===== src/design/mccr_pkg.sv =====
`default_nettype none
// ----------------------------------------------------------------------------
// MIDI control change remapper: shared definitions
// Payload types, opcode and command codes, sizes used across the block.
// ----------------------------------------------------------------------------
package mccr_pkg;

	localparam int NUM_CHANNELS = 16;
	localparam int CH_IDX_W     = (NUM_CHANNELS > 1) ? $clog2(NUM_CHANNELS) : 1;

	// power of two
	localparam int QUEUE_DEPTH  = 4;
	localparam int QUEUE_AW     = $clog2(QUEUE_DEPTH);

	localparam logic [3:0] OP_NOTE_OFF  = 4'd0;
	localparam logic [3:0] OP_NOTE_ON   = 4'd1;
	localparam logic [3:0] OP_KEY_PRESS = 4'd2;
	localparam logic [3:0] OP_CTRL      = 4'd3;
	localparam logic [3:0] OP_PROGRAM   = 4'd4;
	localparam logic [3:0] OP_CH_PRESS  = 4'd5;
	localparam logic [3:0] OP_BEND      = 4'd6;
	localparam logic [3:0] OP_SYSEX     = 4'd7;
	localparam logic [3:0] OP_START     = 4'd8;

	localparam logic [1:0] KIND_RAW  = 2'd0;
	localparam logic [1:0] KIND_NRPN = 2'd1;
	localparam logic [1:0] KIND_GS   = 2'd2;
	localparam logic [1:0] KIND_MIC  = 2'd3;

	localparam logic [13:0] EFFECT_PARAM = 14'h375F;
	localparam logic [6:0]  EFFECT_RESET = 7'h3B;

	typedef struct packed {
		logic [3:0]  opcode;
		logic [3:0]  channel;
		logic [6:0]  data_first;
		logic [6:0]  data_second;
		logic [13:0] bend_amount;
		logic [7:0]  sysex_data;
	} msg_t;

	typedef struct packed {
		logic [7:0] out_byte;
		logic       last;
	} stream_t;

	typedef struct packed {
		logic [1:0]  kind;
		logic [1:0]  raw_last;
		logic [7:0]  b0;
		logic [7:0]  b1;
		logic [7:0]  b2;
		logic [3:0]  ch;
		logic [13:0] param;
		logic [6:0]  val;
		logic [6:0]  cs;
	} cmd_t;

endpackage
`default_nettype wire


===== src/design/mccr_front.sv =====
`default_nettype none
// ----------------------------------------------------------------------------
// MIDI control change remapper: front end
// Classifies each message, updates program store and effect bits, and
// builds one byte-sequence command per message that produces output.
// ----------------------------------------------------------------------------
module mccr_front
	import mccr_pkg::*;
(
	input  wire  logic clk,
	input  wire  logic arst_n,
	input  wire  logic take,
	input  wire  msg_t msg,
	output logic       push,
	output cmd_t       cmd
);

	localparam logic [6:0] CC_BANK      = 7'd0;
	localparam logic [6:0] CC_PROG_DOWN = 7'd14;
	localparam logic [6:0] CC_PROG_UP   = 7'd15;
	localparam logic [6:0] CC_FX_B5     = 7'd36;
	localparam logic [6:0] CC_FX_B4     = 7'd37;
	localparam logic [6:0] CC_FX_B3     = 7'd38;
	localparam logic [6:0] CC_FX_B2     = 7'd39;
	localparam logic [6:0] CC_FX_B6     = 7'd40;
	localparam logic [6:0] CC_FX_B10    = 7'd41;
	localparam logic [6:0] CC_GS_34     = 7'd42;
	localparam logic [6:0] CC_GS_3D     = 7'd43;
	localparam logic [6:0] CC_GS_3E     = 7'd44;
	localparam logic [6:0] CC_GS_3C     = 7'd45;
	localparam logic [6:0] CC_GS_3B     = 7'd46;
	localparam logic [6:0] CC_MIC       = 7'd47;

	function automatic logic [14:0] nrpn_lookup(input logic [6:0] ctl);
		logic [14:0] r;
		r = '0;
		case (ctl)
			7'd16: r = {1'b1, 14'h3707};
			7'd17: r = {1'b1, 14'h3724};
			7'd18: r = {1'b1, 14'h3720};
			7'd20: r = {1'b1, 14'h3728};
			7'd21: r = {1'b1, 14'h3729};
			7'd22: r = {1'b1, 14'h372A};
			7'd33: r = {1'b1, 14'h3726};
			7'd24: r = {1'b1, 14'h3700};
			7'd25: r = {1'b1, 14'h3701};
			7'd26: r = {1'b1, 14'h3702};
			7'd27: r = {1'b1, 14'h3703};
			7'd28: r = {1'b1, 14'h3708};
			7'd29: r = {1'b1, 14'h3709};
			7'd30: r = {1'b1, 14'h370A};
			7'd31: r = {1'b1, 14'h370B};
			7'd34: r = {1'b1, 14'h372C};
			7'd35: r = {1'b1, 14'h372D};
			default: r = '0;
		endcase
		return r;
	endfunction

	logic [6:0] prog_q [NUM_CHANNELS];
	logic [6:0] effect_q;

	logic              ch_ok;
	logic [CH_IDX_W-1:0] ch_idx;
	logic [6:0]        prog_cur;
	logic [6:0]        prog_n;
	logic              prog_we;
	logic [6:0]        effect_n;
	logic [14:0]       nrpn_hit;
	logic [6:0]        gs_a2;
	logic [6:0]        gs_sum;
	logic [7:0]        status;
	logic              hi;

	assign ch_ok    = {1'b0, msg.channel} < 5'(NUM_CHANNELS);
	assign ch_idx   = msg.channel[CH_IDX_W-1:0];
	assign prog_cur = prog_q[ch_idx];
	assign nrpn_hit = nrpn_lookup(msg.data_first);
	assign hi       = msg.data_second >= 7'd64;
	// status nibble follows opcode: 8 + opcode for all channel messages
	assign status   = {1'b1, msg.opcode[2:0], msg.channel};

	always_comb begin
		case (msg.data_first)
			CC_GS_34: gs_a2 = 7'h34;
			CC_GS_3D: gs_a2 = 7'h3D;
			CC_GS_3E: gs_a2 = 7'h3E;
			CC_GS_3C: gs_a2 = 7'h3C;
			default:  gs_a2 = 7'h3B;
		endcase
		gs_sum = 7'(7'h41 + gs_a2 + msg.data_second);
	end

	always_comb begin
		push     = 1'b0;
		cmd      = '0;
		prog_we  = 1'b0;
		prog_n   = prog_cur;
		effect_n = effect_q;
		case (msg.opcode)
			OP_NOTE_OFF, OP_NOTE_ON, OP_KEY_PRESS: begin
				push         = 1'b1;
				cmd.kind     = KIND_RAW;
				cmd.raw_last = 2'd2;
				cmd.b0       = status;
				cmd.b1       = {1'b0, msg.data_first};
				cmd.b2       = {1'b0, msg.data_second};
			end
			OP_PROGRAM: begin
				push         = 1'b1;
				prog_we      = ch_ok;
				prog_n       = msg.data_first;
				cmd.kind     = KIND_RAW;
				cmd.raw_last = 2'd1;
				cmd.b0       = status;
				cmd.b1       = {1'b0, msg.data_first};
			end
			OP_CH_PRESS: begin
				push         = 1'b1;
				cmd.kind     = KIND_RAW;
				cmd.raw_last = 2'd1;
				cmd.b0       = status;
				cmd.b1       = {1'b0, msg.data_second};
			end
			OP_BEND: begin
				push         = 1'b1;
				cmd.kind     = KIND_RAW;
				cmd.raw_last = 2'd2;
				cmd.b0       = status;
				cmd.b1       = {1'b0, msg.bend_amount[6:0]};
				cmd.b2       = {1'b0, msg.bend_amount[13:7]};
			end
			OP_SYSEX: begin
				push         = 1'b1;
				cmd.kind     = KIND_RAW;
				cmd.raw_last = 2'd0;
				cmd.b0       = msg.sysex_data;
			end
			OP_START: begin
				push      = 1'b1;
				cmd.kind  = KIND_NRPN;
				cmd.param = EFFECT_PARAM;
				cmd.val   = effect_q;
			end
			OP_CTRL: begin
				case (msg.data_first)
					CC_BANK: begin
						push         = (msg.data_second == 7'd0) || (msg.data_second == 7'd1);
						cmd.kind     = KIND_RAW;
						cmd.raw_last = 2'd2;
						cmd.b0       = status;
						cmd.b2       = (msg.data_second == 7'd1) ? 8'd127 : 8'd0;
					end
					CC_PROG_DOWN, CC_PROG_UP: begin
						push         = hi && ch_ok;
						prog_we      = hi && ch_ok;
						prog_n       = (msg.data_first == CC_PROG_UP) ?
							7'(prog_cur + 7'd1) : 7'(prog_cur - 7'd1);
						cmd.kind     = KIND_RAW;
						cmd.raw_last = 2'd1;
						cmd.b0       = {4'hC, msg.channel};
						cmd.b1       = {1'b0, prog_n};
					end
					CC_FX_B5, CC_FX_B4, CC_FX_B3, CC_FX_B2, CC_FX_B6, CC_FX_B10: begin
						case (msg.data_first)
							CC_FX_B5: effect_n[5] = hi;
							CC_FX_B4: effect_n[4] = hi;
							CC_FX_B3: effect_n[3] = hi;
							CC_FX_B2: effect_n[2] = hi;
							CC_FX_B6: effect_n[6] = hi;
							default: begin
								effect_n[1] = msg.data_second >= 7'd43;
								effect_n[0] = msg.data_second >= 7'd86;
							end
						endcase
						push      = 1'b1;
						cmd.kind  = KIND_NRPN;
						cmd.param = EFFECT_PARAM;
						cmd.val   = effect_n;
					end
					CC_GS_34, CC_GS_3D, CC_GS_3E, CC_GS_3C, CC_GS_3B: begin
						push      = 1'b1;
						cmd.kind  = KIND_GS;
						cmd.param = {7'd0, gs_a2};
						cmd.val   = msg.data_second;
						cmd.cs    = 7'(7'd0 - gs_sum);
					end
					CC_MIC: begin
						push     = 1'b1;
						cmd.kind = KIND_MIC;
						cmd.val  = {6'd0, hi};
					end
					default: begin
						push = 1'b1;
						if (nrpn_hit[14]) begin
							cmd.kind  = KIND_NRPN;
							cmd.ch    = msg.channel;
							cmd.param = nrpn_hit[13:0];
							cmd.val   = msg.data_second;
						end else begin
							cmd.kind     = KIND_RAW;
							cmd.raw_last = 2'd2;
							cmd.b0       = status;
							cmd.b1       = {1'b0, msg.data_first};
							cmd.b2       = {1'b0, msg.data_second};
						end
					end
				endcase
			end
			default: push = 1'b0;
		endcase
	end

	always_ff @(posedge clk or negedge arst_n) begin
		if (!arst_n) begin
			effect_q <= EFFECT_RESET;
			for (int i = 0; i < NUM_CHANNELS; i++) begin
				prog_q[i] <= '0;
			end
		end else if (take) begin
			effect_q <= effect_n;
			if (prog_we) begin
				prog_q[ch_idx] <= prog_n;
			end
		end
	end

endmodule
`default_nettype wire


===== src/design/mccr_queue.sv =====
`default_nettype none
// ----------------------------------------------------------------------------
// MIDI control change remapper: command queue
// Small FIFO of byte-sequence commands between front end and sequencer.
// ----------------------------------------------------------------------------
module mccr_queue
	import mccr_pkg::*;
(
	input  wire  logic clk,
	input  wire  logic arst_n,
	input  wire  logic push,
	input  wire  cmd_t push_cmd,
	output logic       full,
	input  wire  logic pop,
	output logic       head_valid,
	output cmd_t       head
);

	cmd_t                mem_q [QUEUE_DEPTH];
	logic [QUEUE_AW-1:0] wr_ptr_q;
	logic [QUEUE_AW-1:0] rd_ptr_q;
	logic [QUEUE_AW:0]   count_q;
	logic                do_push;
	logic                do_pop;

	assign full       = count_q == (QUEUE_AW + 1)'(QUEUE_DEPTH);
	assign head_valid = count_q != '0;
	assign head       = mem_q[rd_ptr_q];
	assign do_push    = push && !full;
	assign do_pop     = pop && head_valid;

	always_ff @(posedge clk) begin
		if (do_push) begin
			mem_q[wr_ptr_q] <= push_cmd;
		end
	end

	always_ff @(posedge clk or negedge arst_n) begin
		if (!arst_n) begin
			wr_ptr_q <= '0;
			rd_ptr_q <= '0;
			count_q  <= '0;
		end else begin
			if (do_push) begin
				wr_ptr_q <= QUEUE_AW'(wr_ptr_q + 1'b1);
			end
			if (do_pop) begin
				rd_ptr_q <= QUEUE_AW'(rd_ptr_q + 1'b1);
			end
			case ({do_push, do_pop})
				2'b10:   count_q <= (QUEUE_AW + 1)'(count_q + 1'b1);
				2'b01:   count_q <= (QUEUE_AW + 1)'(count_q - 1'b1);
				default: count_q <= count_q;
			endcase
		end
	end

endmodule
`default_nettype wire


===== src/design/mccr_back.sv =====
`default_nettype none
// ----------------------------------------------------------------------------
// MIDI control change remapper: byte sequencer
// Expands each command into its bytes, one per cycle while stream_ready allows, into an output register.
// ----------------------------------------------------------------------------
module mccr_back
	import mccr_pkg::*;
(
	input  wire  logic    clk,
	input  wire  logic    arst_n,
	input  wire  logic    head_valid,
	input  wire  cmd_t    head,
	output logic          pop,
	output logic          stream_valid,
	input  wire  logic    stream_ready,
	output stream_t       stream_data
);

	localparam logic [7:0] MIC_MSG [16] = '{
		8'hF0, 8'h00, 8'h20, 8'h00, 8'h00, 8'h00, 8'h12, 8'h33,
		8'h77, 8'h14, 8'h04, 8'h07, 8'h07, 8'h0D, 8'h00, 8'hF7
	};

	function automatic logic [3:0] last_idx(input cmd_t c);
		logic [3:0] r;
		case (c.kind)
			KIND_RAW:  r = {2'b00, c.raw_last};
			KIND_NRPN: r = 4'd14;
			KIND_GS:   r = 4'd11;
			default:   r = 4'd15;
		endcase
		return r;
	endfunction

	function automatic logic [7:0] gen_byte(input cmd_t c, input logic [3:0] idx);
		logic [7:0] r;
		r = 8'h00;
		case (c.kind)
			KIND_RAW: begin
				case (idx)
					4'd0:    r = c.b0;
					4'd1:    r = c.b1;
					default: r = c.b2;
				endcase
			end
			KIND_NRPN: begin
				case (idx)
					4'd0, 4'd3, 4'd6, 4'd9, 4'd12: r = {4'hB, c.ch};
					4'd1, 4'd10: r = 8'd99;
					4'd4, 4'd13: r = 8'd98;
					4'd7:        r = 8'd6;
					4'd2:        r = {1'b0, c.param[13:7]};
					4'd5:        r = {1'b0, c.param[6:0]};
					4'd8:        r = {1'b0, c.val};
					4'd11, 4'd14: r = 8'h7F;
					default:     r = 8'h00;
				endcase
			end
			KIND_GS: begin
				case (idx)
					4'd0:    r = 8'hF0;
					4'd1:    r = 8'h41;
					4'd3:    r = 8'h42;
					4'd4:    r = 8'h12;
					4'd5:    r = 8'h40;
					4'd6:    r = 8'h01;
					4'd7:    r = {1'b0, c.param[6:0]};
					4'd9:    r = {1'b0, c.val};
					4'd10:   r = {1'b0, c.cs};
					4'd11:   r = 8'hF7;
					default: r = 8'h00;
				endcase
			end
			default: begin
				r = (idx == 4'd10) ? (c.val[0] ? 8'h04 : 8'h00) : MIC_MSG[idx];
			end
		endcase
		return r;
	endfunction

	cmd_t       cur_q;
	logic [3:0] idx_q;
	logic       busy_q;
	logic       valid_q;
	stream_t    data_q;

	cmd_t       src;
	logic [3:0] sidx;
	logic       have;
	logic       adv;
	logic       step;
	logic       at_end;

	assign src    = busy_q ? cur_q : head;
	assign sidx   = busy_q ? idx_q : 4'd0;
	assign have   = busy_q || head_valid;
	assign adv    = !valid_q || stream_ready;
	assign step   = adv && have;
	assign pop    = step && !busy_q;
	assign at_end = sidx == last_idx(src);

	assign stream_valid = valid_q;
	assign stream_data  = data_q;

	always_ff @(posedge clk) begin
		if (step) begin
			data_q.out_byte <= gen_byte(src, sidx);
			data_q.last     <= at_end;
			cur_q           <= src;
			idx_q           <= 4'(sidx + 4'd1);
		end
	end

	always_ff @(posedge clk or negedge arst_n) begin
		if (!arst_n) begin
			busy_q  <= 1'b0;
			valid_q <= 1'b0;
		end else if (adv) begin
			valid_q <= have;
			if (have) begin
				busy_q <= !at_end;
			end
		end
	end

endmodule
`default_nettype wire


===== src/design/midi_control_change_remapper_unit.sv =====
`default_nettype none
// ----------------------------------------------------------------------------
// MIDI control change remapper
// Turns decoded MIDI messages into a raw MIDI byte stream with remapping.
// The first byte of a message passes through the command queue and then the
// output register. The output carries one byte per cycle while stream_ready
// allows; a message expands to 1 to 16 bytes. Messages are taken one per
// cycle while the four-entry command queue has room.
// Reset: program store to zero, effect bits to 0x3B, queue and output empty.
// ----------------------------------------------------------------------------
module midi_control_change_remapper_unit
	import mccr_pkg::*;
(
	input  wire  logic    clk,
	input  wire  logic    arst_n,
	input  wire  logic    msg_valid,
	output logic          msg_ready,
	input  wire  msg_t    msg,
	output logic          stream_valid,
	input  wire  logic    stream_ready,
	output stream_t       stream_data
);

	logic full;
	logic take;
	logic push;
	cmd_t cmd;
	logic pop;
	logic head_valid;
	cmd_t head;

	assign msg_ready = !full;
	assign take      = msg_valid && msg_ready;

	mccr_front u_front (
		.clk    (clk),
		.arst_n (arst_n),
		.take   (take),
		.msg    (msg),
		.push   (push),
		.cmd    (cmd)
	);

	mccr_queue u_queue (
		.clk        (clk),
		.arst_n     (arst_n),
		.push       (push && take),
		.push_cmd   (cmd),
		.full       (full),
		.pop        (pop),
		.head_valid (head_valid),
		.head       (head)
	);

	mccr_back u_back (
		.clk          (clk),
		.arst_n       (arst_n),
		.head_valid   (head_valid),
		.head         (head),
		.pop          (pop),
		.stream_valid (stream_valid),
		.stream_ready (stream_ready),
		.stream_data  (stream_data)
	);

endmodule
`default_nettype wire

===== config.mk =====
export PLATFORM = sky130hd
export DESIGN_NAME = midi_control_change_remapper_unit
export DESIGN_NICKNAME = d
export VERILOG_FILES = /design/src/design/mccr_pkg.sv /design/src/design/mccr_front.sv /design/src/design/mccr_queue.sv /design/src/design/mccr_back.sv /design/src/design/midi_control_change_remapper_unit.sv
export SDC_FILE = /design/constraint.sdc
export NUM_CORES = 1
export LEC_CHECK = 0
export ABC_AREA = 1
export BUFFER_PORTS_ARGS = -buffer_cell sky130_fd_sc_hd__buf_2
export CELL_PAD_IN_SITES_DETAIL_PLACEMENT = 2
export CELL_PAD_IN_SITES_GLOBAL_PLACEMENT = 2
export CORE_MARGIN = 2
export CORE_UTILIZATION = 37
export CTS_CLUSTER_SIZE = 28
export DETAILED_ROUTE_END_ITERATION = 6
export GPL_ROUTABILITY_DRIVEN = 0
export PLACE_DENSITY_LB_ADDON = 0.05
export SYNTH_ARGS = -nofsm -noshare
export SYNTH_HDL_FRONTEND = slang
export SYNTH_HIERARCHICAL = 1
export SYNTH_SLANG_ARGS = --single-unit

===== constraint.sdc =====
create_clock -name clk -period 5 [get_ports clk]
set_input_delay 1 -clock clk [delete_from_list [all_inputs] [get_ports clk]]
set_output_delay 1 -clock clk [all_outputs]
set_load 0.01 [all_outputs]

* After elaboration in Yosys (flattened, before gate mapping)
Memory sizes are Yosys's and may differ from the RTL's.
Cells that the tools add are included.
** Operators by class
- Eq/ne operators :: 43
- Mux-type cells :: 54
- Add/subtract/negate cells :: 10
- Reductions and logical operators :: 43
- Magnitude comparators :: 6
- Bitwise gates (word level) :: 2
** Operators with widths (number)
- $bwmux W112 :: 1
- $eq A7 B6 Y1 const B :: 12
- $pmux W8 S10 :: 1
- $pmux W8 S8 :: 1
- $mux W60 :: 1
- $mux W7 :: 8
- $pmux W8 S2 :: 3
- $pmux W8 S3 :: 2
- $pmux W14 S3 :: 1
- $pmux W21 S2 :: 1
- $pmux W10 S4 :: 1
- $eq A4 B3 Y1 const B :: 8
- $eq A4 B4 Y1 const B :: 8
- $pmux W8 S4 :: 1
- $pmux W10 S3 :: 1
- $bmux W7 S4 :: 1
- $demux W7 S4 :: 1
- $pmux W7 S4 :: 1
- $mux W26 :: 1
- $mux W25 :: 1
- $mux W8 :: 3
- $eq A4 B2 Y1 const B :: 4
- $pmux W4 S4 :: 1
- $mux W15 :: 1
- other kinds (51) :: 94
** Word-level totals
- Register bits after elaboration :: 201
- Output and inout port bits :: 11
- Bits in read-only memories :: 832
- Bits in writable memories :: 240
- Memories kept :: 3
- Input bits :: 48
- Logic and storage cells :: 195
** Memory list
- (no name shown) :: depth 64, width 11, rd ports 1, clocked after memory_dff 0, write ports 0, RTL line mccr_front.sv:37 : case (ctl)
- u_queue.mem_q :: depth 4, width 60, rd ports 1, clocked after memory_dff 0, write ports 1, RTL line mccr_queue.sv:19 : cmd_t mem_q [QUEUE_DEPTH];
- (no name shown) :: depth 16, width 8, rd ports 1, clocked after memory_dff 0, write ports 0, RTL line mccr_back.sv:75 : r = (idx == 4'd10) ? (c.val[0] ? 8'h04 : 8'h00) : MIC_MSG[idx];

* Longest topological paths before layout
Gate-level depths: netlist of the first run.
- Depth in word-level cells :: 9
- Gate-level depth with buffers :: 24

* By module
Netlist of the first run, hierarchy kept.
** Modules (own cells, without submodules)
- mccr_queue :: times used 1, area each 10244.8 sq um, cells an instance 760
- mccr_front :: times used 1, area each 8216.6 sq um, cells an instance 1156
- mccr_back :: times used 1, area each 4485.6 sq um, cells an instance 600
- midi_control_change_remapper_unit :: times used 1, area each 23.8 sq um, cells an instance 5

* Worst setup path before layout of the first run
OpenSTA, ideal clock, no wires.
- Path kind :: input to register
- Start point :: input stream_ready
- End point :: register u_queue.count_q[2]
- Setup time :: 117 ps
- Data required time :: 4883 ps
- Data arrival time :: 5411 ps
- Setup slack :: -528 ps
- Stages :: 13
- Path through :: nor2_1 -> nor2_1 -> nand2_1 -> inv_1 -> nand2_1 -> inv_1 -> ha_1 -> inv_1 -> fa_1 -> nand2_1 -> nand3_1 -> nand2_1 -> nand2_1
** On the way
- Longest elaborated chain between the ends :: 6
- Elaborated cells on any way between the ends :: 8
** RTL lines
- start: declaration :: RTL line midi_control_change_remapper_unit.sv:20 : input wire logic stream_ready,
- $logic_or A1 B1 Y1 (*) :: RTL line mccr_back.sv:97 : assign adv = !valid_q || stream_ready;
- $logic_and A1 B1 Y1 (*) :: RTL line mccr_back.sv:98 : assign step = adv && have;
- named net u_back.step :: RTL line mccr_back.sv:91 : logic step;
- $logic_and A1 B1 Y1 (*) :: RTL line mccr_back.sv:99 : assign pop = step && !busy_q;
- named net pop :: RTL line midi_control_change_remapper_unit.sv:28 : logic pop;
- $logic_and A1 B1 Y1 (*) :: RTL line mccr_queue.sv:30 : assign do_pop = pop && head_valid;
- named net u_queue.do_pop :: RTL line mccr_queue.sv:24 : logic do_pop;
- $eq A2 B1 Y1 or $eq A2 B2 Y1 (tied branches) :: RTL line mccr_queue.sv:50 : case ({do_push, do_pop})
- $pmux W3 S2 or $reduce_bool A2 Y1 (tied branches)
- end signal: assignment :: RTL line mccr_queue.sv:51 : 2'b10: count_q <= (QUEUE_AW + 1)'(count_q + 1'b1);
- end signal: assignment :: RTL line mccr_queue.sv:52 : 2'b01: count_q <= (QUEUE_AW + 1)'(count_q - 1'b1);
- end signal: assignment :: RTL line mccr_queue.sv:53 : default: count_q <= count_q;
- end: declaration :: RTL line mccr_queue.sv:22 : logic [QUEUE_AW:0] count_q;
Mark *: on every way through the listed nets, which the timed path passes. The rest lies on a longest branch.
A chain may end at the register's enable or synchronous reset.

* Worst setup path after layout of the first run
- Start point :: input msg[37] (netlist name)
- End point :: register u_front/prog_q[96] (netlist name)
** On the way
- Longest elaborated chain between the ends :: 9
- Elaborated cells on any way between the ends :: 15
** RTL lines
- start: declaration :: RTL line midi_control_change_remapper_unit.sv:18 : input wire msg_t msg,
- $not A4 Y5 (implied by the code) (*) :: RTL line mccr_front.sv:77, mccr_front.sv:223
- $bmux W7 S4 :: RTL line mccr_front.sv:77 : assign prog_cur = prog_q[ch_idx];
- $mux W7 (implied by the code) (2 in series) :: RTL line mccr_front.sv:77
- $sub A7 B1 Y7 or $add A7 B1 Y7 (tied branches) :: RTL line mccr_front.sv:158 : 7'(prog_cur + 7'd1) : 7'(prog_cur - 7'd1);
- $mux W7 :: RTL line mccr_front.sv:157 : prog_n = (msg.data_first == CC_PROG_UP) ?
- $mux W7 :: RTL line mccr_front.sv:146 : case (msg.data_first)
- $pmux W7 S2 :: RTL line mccr_front.sv:100 : case (msg.opcode)
- $bwmux W112 (*) :: RTL line mccr_front.sv:223 : prog_q[ch_idx] <= prog_n;
- end signal: indexed assignment :: RTL line mccr_front.sv:223
- end: declaration :: RTL line mccr_front.sv:60 : logic [6:0] prog_q [NUM_CHANNELS];
Every way passes the cells marked *; elsewhere a longest branch is shown, timed or not. The select of a mux whose other input is x is not followed.

==> impl_metrics.py, run 1 <==
metrics = {
    "critical_path": {
        "end_kind": "register",
        "crit_type": "input port to register",
        "slowest_delay_ns": 0.60,
        "path_cells": "buf_2 -> nand2_1 -> inv_1 -> a22oi_1 -> nand2_1 -> nand2_1 -> nand2_1 -> nor2_1 -> inv_1 -> ha_1 -> a21oi_1 -> o21bai_1 -> a21oi_1 -> nand2_1 -> nand2_1 -> nand3_1 -> nand2_1 -> nand2_1 -> nand2_2 -> nand2_1 -> nand2_1",
        "worst_path_most_repeated_cell": "nand2_1",
        "crit_arrival_ns": 4.48,
        "worst-path-max-fanout": 20,
        "cp.required_ns": 5.52,
        "cp_slowest_cell": "inv_1",
        "start_kind": "input port",
    },
    "placement": {
        "dp.final_hpwl_um": 56900,
        "place_inst": 3357,
        "dpl_cell_area_mm2": 0.0240,
        "io_buffers": 58,
    },
    "global_route": {
        "grtUsageMet3_pct": 3.42,
        "met2_usage_pct": 44.2,
        "grt_usage_pct": 25.1,
        "gr-max-usage-layer": "met2",
        "grt_pass1_wl_um": 122000,
        "grt_util_met1_pct": 31.2,
        "grt_overflow": 0,
        "grt_start_max_net_pins": 143,
        "grt_pass1_vias": 19900,
        "antenna_found_initial": 1,
    },
    "drt": {
        "vias": 17900,
        "drt-pass1-iter-count": 5,
        "drt-total-wl_um": 78900,
        "drt-initial-drc-count": 874,
        "wl_per_cell_um": 22.9,
        "vias_per_cell": 5.19,
        "detail-route-antenna-nets": 0,
        "drc": 0,
    },
    "cts": {
        "htree_num_levels": 2,
        "cts_tree": "yes",
        "cts_sinks": 441,
        "cts_hold_buf": 0,
        "clk_pin_slew_worst_paths_ns": 0.07,
        "postCtsSetupRepairBufs": 0,
        "cts_buffers": 52,
        "cts_buffer_depth": 3,
        "root_buffer": "clkbuf_16",
        "clock_latency_ns": 0.64,
        "cts-resized-gates": 0,
    },
    "timing": {
        "tightest_slew_ns": 1.16,
        "setup_viol": 0,
        "final_max_slew_viol_count": 0,
        "period_share_pct": 79.2,
        "hold_violations": 0,
        "timing.fmax_mhz": 253,
        "finClkSkew_ns": 0.0576,
        "maxSlewHeadroom_pct": 21.6,
        "rsz0062_at_grt": "false",
        "fin_crit_ns": 3.96,
    },
    "pwr": {
        "p_switching_mw": 5.05,
        "power_mw": 13.0,
        "swShare_pct": 39.0,
        "p_int_mw": 7.90,
        "peakVddDrop_uv": 250,
        "power_frac_seq_pct": 38.1,
        "p_per_area_mw_per_mm2": 505,
        "power_frac_comb_pct": 33.4,
        "clkPwrFrac_pct": 28.6,
        "p_leak_nw": 11.8,
    },
    "synth": {
        "synth_ff_type": "edfxtp_1",
        "avgSynthCellArea_um2": 9.11,
        "synthArstFlopShare_pct": 29.0,
        "ys_seq_area_share_pct": 54.9,
        "syn-cell-area_mm2": 0.0230,
        "yosys_warnings": 6,
        "ys_types": 53,
        "ys_ff_latch": 441,
        "syn_inst": 2521,
        "synth-edff-count": 313,
    },
    "floorplanning": {
        "start_util_pct": 37.3,
        "core-area_mm2": 0.0616,
        "ioPinCount": 59,
        "die_y_um": 253,
        "dieArea_mm2": 0.0641,
        "placementRows": 91,
        "die_w_um": 253,
    },
    "finish": {
        "postLayoutCoreUtil_pct": 41.7,
        "most-common-layout-cells": "nand2_1 (994), edfxtp_1 (313), inv_1 (257)",
        "fin_area_mm2": 0.0257,
        "finalNetCount": 2657,
        "area_delta_synth_final_pct": 11.7,
        "antenna_cells": 0,
        "drive_above_1_share_pct": 12.7,
        "layout.cells.non_filler": 3451,
        "mostFrequentLayoutCell": "nand2_1",
    },
    "job": {
        "cap_violations": 0,
    },
    "hold_path": {
        "hold_class": "input port to asynchronous set/reset pin",
    },
    "status": {
        "status": "finished, final reports clean",
    },
}
-- metrics by stage --
step                setup TNS [ns]  setup WS, ns  hold slack [ns]
detailed placement               0         0.399            0.472
finish                           0          1.04            0.470
global placement                 0         0.595            0.462
floorplan                   -92.04        -0.384            0.449
CTS                              0         0.964            0.460
global route                     0         0.703            0.502
-- final timing paths --
kind,slack [ns],endpoint,from,cells after the start
max in group asynchronous,3.59,u_front/prog_q[107]$_DFFE_PN0P_,arst_n,2
worst min register to register,0.49,u_front/prog_q[19]$_DFFE_PN0P_,u_front/prog_q[19]$_DFFE_PN0P_,2
worst max register to register,1.64,u_back/busy_q$_DFFE_PN0P_,u_queue/rd_ptr_q[1]$_DFFE_PN0P_,12
worst min-delay path,0.47,u_front/prog_q[43]$_DFFE_PN0P_,arst_n,1
worst max-delay path,1.04,u_front/prog_q[96]$_DFFE_PN0P_,msg[37],21
min in group clk,0.49,u_front/prog_q[19]$_DFFE_PN0P_,u_front/prog_q[19]$_DFFE_PN0P_,2
-- power groups by stage --
stage                     sequential [mW]  clock, mW  combinational, mW
after detailed placement             5.01          0               4.38
after global routing                 4.99       3.96               4.86
after floorplan                      4.93          0               3.08
after global placement               4.97          0               4.23
final                                4.93       3.70               4.32
after CTS                            4.94       3.82               4.42
-- worst max-delay path, delay by kind of cell --
kind	cells	cell delay, ns
simple gates	13	1.40
buf+inv	3	0.98
compound gates	4	0.78
fa+ha+maj	1	0.29
-- cells by family (layout without fill, tap and decap cells) --
group | count (synthesis) | in the layout | synth area share, %
buffers and inverters | 399 | 489 | 8.05
adders and majority gates | 35 | 35 | 2.00
other | 1 | 4 | 0.0163
AOI/OAI and AO/OA | 347 | 347 | 11.1
xor gates and xnor gates | 7 | 7 | 0.267
and+or+nand+nor | 1291 | 1291 | 23.7
DFF | 441 | 441 | 54.9
-- flip-flops by register name, indices dropped and copies added, names as in the netlist --
name and count:
u_back/busy_q 1, u_back/cur_q 60, u_back/idx_q 4, u_back/stream_data 9
u_back/stream_valid 1, u_front/effect_q 7, u_front/prog_q 112, u_queue/count_q 3
u_queue/mem_q 240, u_queue/rd_ptr_q 2, u_queue/wr_ptr_q 2
-- per-layer routing --
layer,vias up,routed length (um)
li1,8413,-
met1,9108,33800
met2,251,39500
met3,147,2460
met4,0,3160
met5,-,0
-- cell usage after synthesis (all sizes together) (4+ instances only) --
library cell     n  share of area (%)
ha              32                1.7
xor2             5               0.19
edfxtp         313                 41
nor2           157                3.7
nand4            7               0.19
nand2         1011                 17
dfrtp          123                 13
clkbuf          16               0.26
a22oi           50                1.7
nand3           87                2.0
inv            296                4.9
or2              5               0.14
dfstp            5               0.57
nor3            17               0.49
a31oi           25               0.68
o221ai           4               0.15
buf             87                2.9
a21oi           22               0.53
o21ai           99                2.2
o211ai         138                5.6
-- final cells by class --
type	instances	area [um2]
Sequential cell	441	12600
Multi-Input combinational cell	1684	8570
Clock buffer	63	1340
Inverter	296	1130
Clock inverter	31	308
Timing Repair Buffer	99	654
Tap cell	837	1050
Fill cell	6809	35900
Note: power is estimated with default switching activity, not from simulation.
==> run 2, diff against run 1 <==
- clock period: 5 -> 3.2 ns (I/O delays scaled with it)
==> run 2 against run 1 <==
Combinational power up 69%. Core utilization up 2.9 points. Sequential share of layout area down 3.2 points. Design area up 6.9%. Sequential cell count unchanged. Wire length up 3.6%. Die area unchanged. Critical path depth down 2. Register-to-register slack worse by 1.3 ns. Highest routed layer unchanged. Total power up 60%.
==> impl_metrics.py, run 2 (synthesis results as in run 1) <==
metrics = {
    "global_route": {
        "antenna_found_initial": 1,
        "grt_start_max_net_pins": 80,
        "grt_overflow": 0,
        "grt_usage_pct": 25.8,
        "grt_pass1_vias": 20700,
        "grt_pass1_wl_um": 125000,
    },
    "drt": {
        "top_layer": "met4",
        "wl_met1_um": 34900,
        "drt-initial-drc-count": 935,
        "wl_per_cell_um": 22.6,
        "vias": 18600,
        "route.met2.wl_um": 43000,
        "vias_per_cell": 5.15,
        "drc": 0,
        "detail-route-antenna-nets": 0,
        "drt-total-wl_um": 81700,
        "route.met3.wl_um": 1980,
        "drt-pass1-iter-count": 4,
    },
    "cts": {
        "cts_sinks": 441,
        "cts_hold_buf": 0,
        "htree_num_levels": 2,
        "cts_tree": "yes",
        "clock_latency_ns": 0.63,
        "root_buffer": "clkbuf_16",
        "clk_pin_slew_worst_paths_ns": 0.06,
        "cts_buffer_depth": 3,
        "cts_buffers": 51,
    },
    "critical_path": {
        "path_cells": "buf_2 -> nand2_4 -> clkinvlp_4 -> buf_4 -> a22oi_1 -> nand2_1 -> nand2_1 -> nand2_1 -> nor2_4 -> inv_1 -> ha_4 -> nand3_1 -> nand2_1 -> nand2_1 -> buf_4 -> nand2_1 -> o22ai_1 -> nand2_1 -> o2111ai_1",
        "path_delay_family": "simple AND/OR/NAND/NOR gates",
        "cp_num_buf_inv": 5,
        "start_kind": "input port",
        "slowest_delay_ns": 0.29,
        "worst-path-max-fanout": 6,
        "crit_type": "input port to register",
        "r2r_cells": 11,
        "r2r_slack_ns": 0.30,
        "r2r_start": "u_queue/rd_ptr_q[0]$_DFFE_PN0P_",
        "cp_slowest_cell": "ha_4",
        "crit_cells": 19,
        "worst_path_most_repeated_cell": "nand2_1",
        "timing.rr.end": "u_back/stream_data[0]$_DFFE_PP_",
        "crit_arrival_ns": 3.27,
        "cp.required_ns": 3.46,
        "end_kind": "register",
    },
    "finish": {
        "area_delta_synth_final_pct": 19.4,
        "fin_area_mm2": 0.0274,
        "finalNetCount": 2825,
        "num-fill-cells": 6736,
        "top_regs": "u_queue/mem_q x240, u_front/prog_q x112, u_back/cur_q x60",
        "drive_above_1_share_pct": 18.9,
        "mostFrequentLayoutCell": "nand2_1",
        "regMostFlops": "u_queue/mem_q",
        "layout.cells.non_filler": 3621,
        "most-common-layout-cells": "nand2_1 (987), edfxtp_1 (313), inv_1 (253)",
        "largest_reg_flops": 240,
    },
    "timing": {
        "rsz0062_at_grt": "false",
        "period_share_pct": 94.2,
        "final_max_slew_viol_count": 0,
        "hold_violations": 0,
        "finClkSkew_ns": 0.0314,
        "tightest_slew_ns": 1.04,
        "layout_setup_ws_ns": 0.185,
        "fin_crit_ns": 3.02,
        "timing.fmax_mhz": 332,
        "holdWs_ns": 0.0724,
        "setup_viol": 0,
        "maxSlewHeadroom_pct": 30.7,
    },
    "pwr": {
        "clkPwrFrac_pct": 27.5,
        "p_per_area_mw_per_mm2": 756,
        "p_switching_mw": 8.03,
        "peakVddDrop_uv": 453,
        "p_int_mw": 12.7,
        "swShare_pct": 38.7,
        "power_frac_seq_pct": 37.3,
        "power_frac_comb_pct": 35.3,
        "p_leak_nw": 12.8,
    },
    "floorplanning": {
        "die_w_um": 253,
        "placementRows": 91,
        "dieArea_mm2": 0.0641,
        "start_util_pct": 37.3,
        "die_y_um": 253,
        "core-area_mm2": 0.0616,
        "ioPinCount": 59,
    },
    "hold_path": {
        "hold_class": "input port to asynchronous set/reset pin",
    },
    "status": {
        "status": "finished, final reports clean",
    },
    "placement": {
        "dpl_cell_area_mm2": 0.0257,
        "dp.final_hpwl_um": 60800,
        "io_buffers": 58,
        "dp_worst_setup_slack_ns": -0.697,
        "place_inst": 3524,
    },
    "job": {
        "cap_violations": 0,
    },
}
## run 2: cell types whose count changed in the layout (fill, tap and decap cells not counted), sizes merged
cell,change
clkbuf,+3
bufinv,-1
diode,+1
clkinvlp,-1
buf,+166
clkinv,+6
inv,-5
nand2,+1
## run 2: worst max-delay path by stage
| stage | start | end | slack, ns |
|---|---|---|---|
| 2_1_floorplan | msg[34] | u_queue/mem_q[0][0]$_DFFE_PP_ | 0.009 |
| 3_3_place_gp | msg[37] | u_front/prog_q[6]$_DFFE_PN0P_ | -0.44 |
| 3_5_place_dp | msg[37] | u_front/prog_q[48]$_DFFE_PN0P_ | -0.70 |
| 4_1_cts | msg[37] | u_front/prog_q[48]$_DFFE_PN0P_ | 0.05 |
| 5_1_grt | msg[36] | u_front/prog_q[47]$_DFFE_PN0P_ | 0.01 |
| 6_report | msg[37] | u_queue/mem_q[0][44]$_DFFE_PP_ | 0.18 |
## run 2: cell type report
type | count | area [um2] | area share, %
timing repair inverter | 1 | 7.51 | 0.0274
clock buffer | 65 | 1400 | 5.11
tap | 837 | 1050 | 3.82
timing repair buffer | 266 | 2260 | 8.24
clock inverter | 29 | 223 | 0.812
multi-input combinational | 1685 | 8730 | 31.8
sequential | 441 | 12600 | 46.0
antenna | 1 | 2.50 | 0.00913
inverter | 296 | 1140 | 4.16
## run 2: routing by layer
| metal | GRT usage [%] | up-vias |
|---|---|---|
| met5 | 0 | - |
| met4 | 6.61 | 0 |
| met3 | 2.40 | 107 |
| met2 | 48.1 | 208 |
| met1 | 31.8 | 9559 |
| li1 | - | 8763 |
## run 2: what timing repair did
action | 4_1_cts | 5_1_grt
setup buffers | 0 | 0
gates resized for setup | 1 | 29
pin swaps | 0 | 0
endpoints found under the setup margin | 16 | 70
cloned | 0 | 2
## run 2: worst reg2reg max path: cells and delay by family (launching register included)
kind	cells	cell delay [ns]
buffers and inverters	4	0.68
AOI/OAI and AO/OA	2	0.64
DFF	1	0.50
and+or+nand+nor	3	0.37
adders and majority gates	1	0.30
xor gates and xnor gates	1	0.16
## run 2: stage by stage
step | total power [mW] | setup TNS, ns | util (%)
3_5_place_dp | 15.2 | -94.88 | 41.7
6_report | 20.7 | 0 | 44.5
5_1_grt | 22.0 | 0 | 44.5
4_1_cts | 21.0 | 0 | 44.3
3_3_place_gp | 14.8 | -43.66 | 41.7
2_1_floorplan | 12.5 | 0 | -
## run 2: power by group through the flow
stage | registers, mW | clock network, mW | logic (mW)
finish | 7.72 | 5.69 | 7.31
global route | 7.82 | 6.02 | 8.13
CTS | 7.73 | 5.85 | 7.40
detailed placement | 7.84 | 0 | 7.33
global placement | 7.77 | 0 | 7.05
floorplan | 7.68 | 0 | 4.87
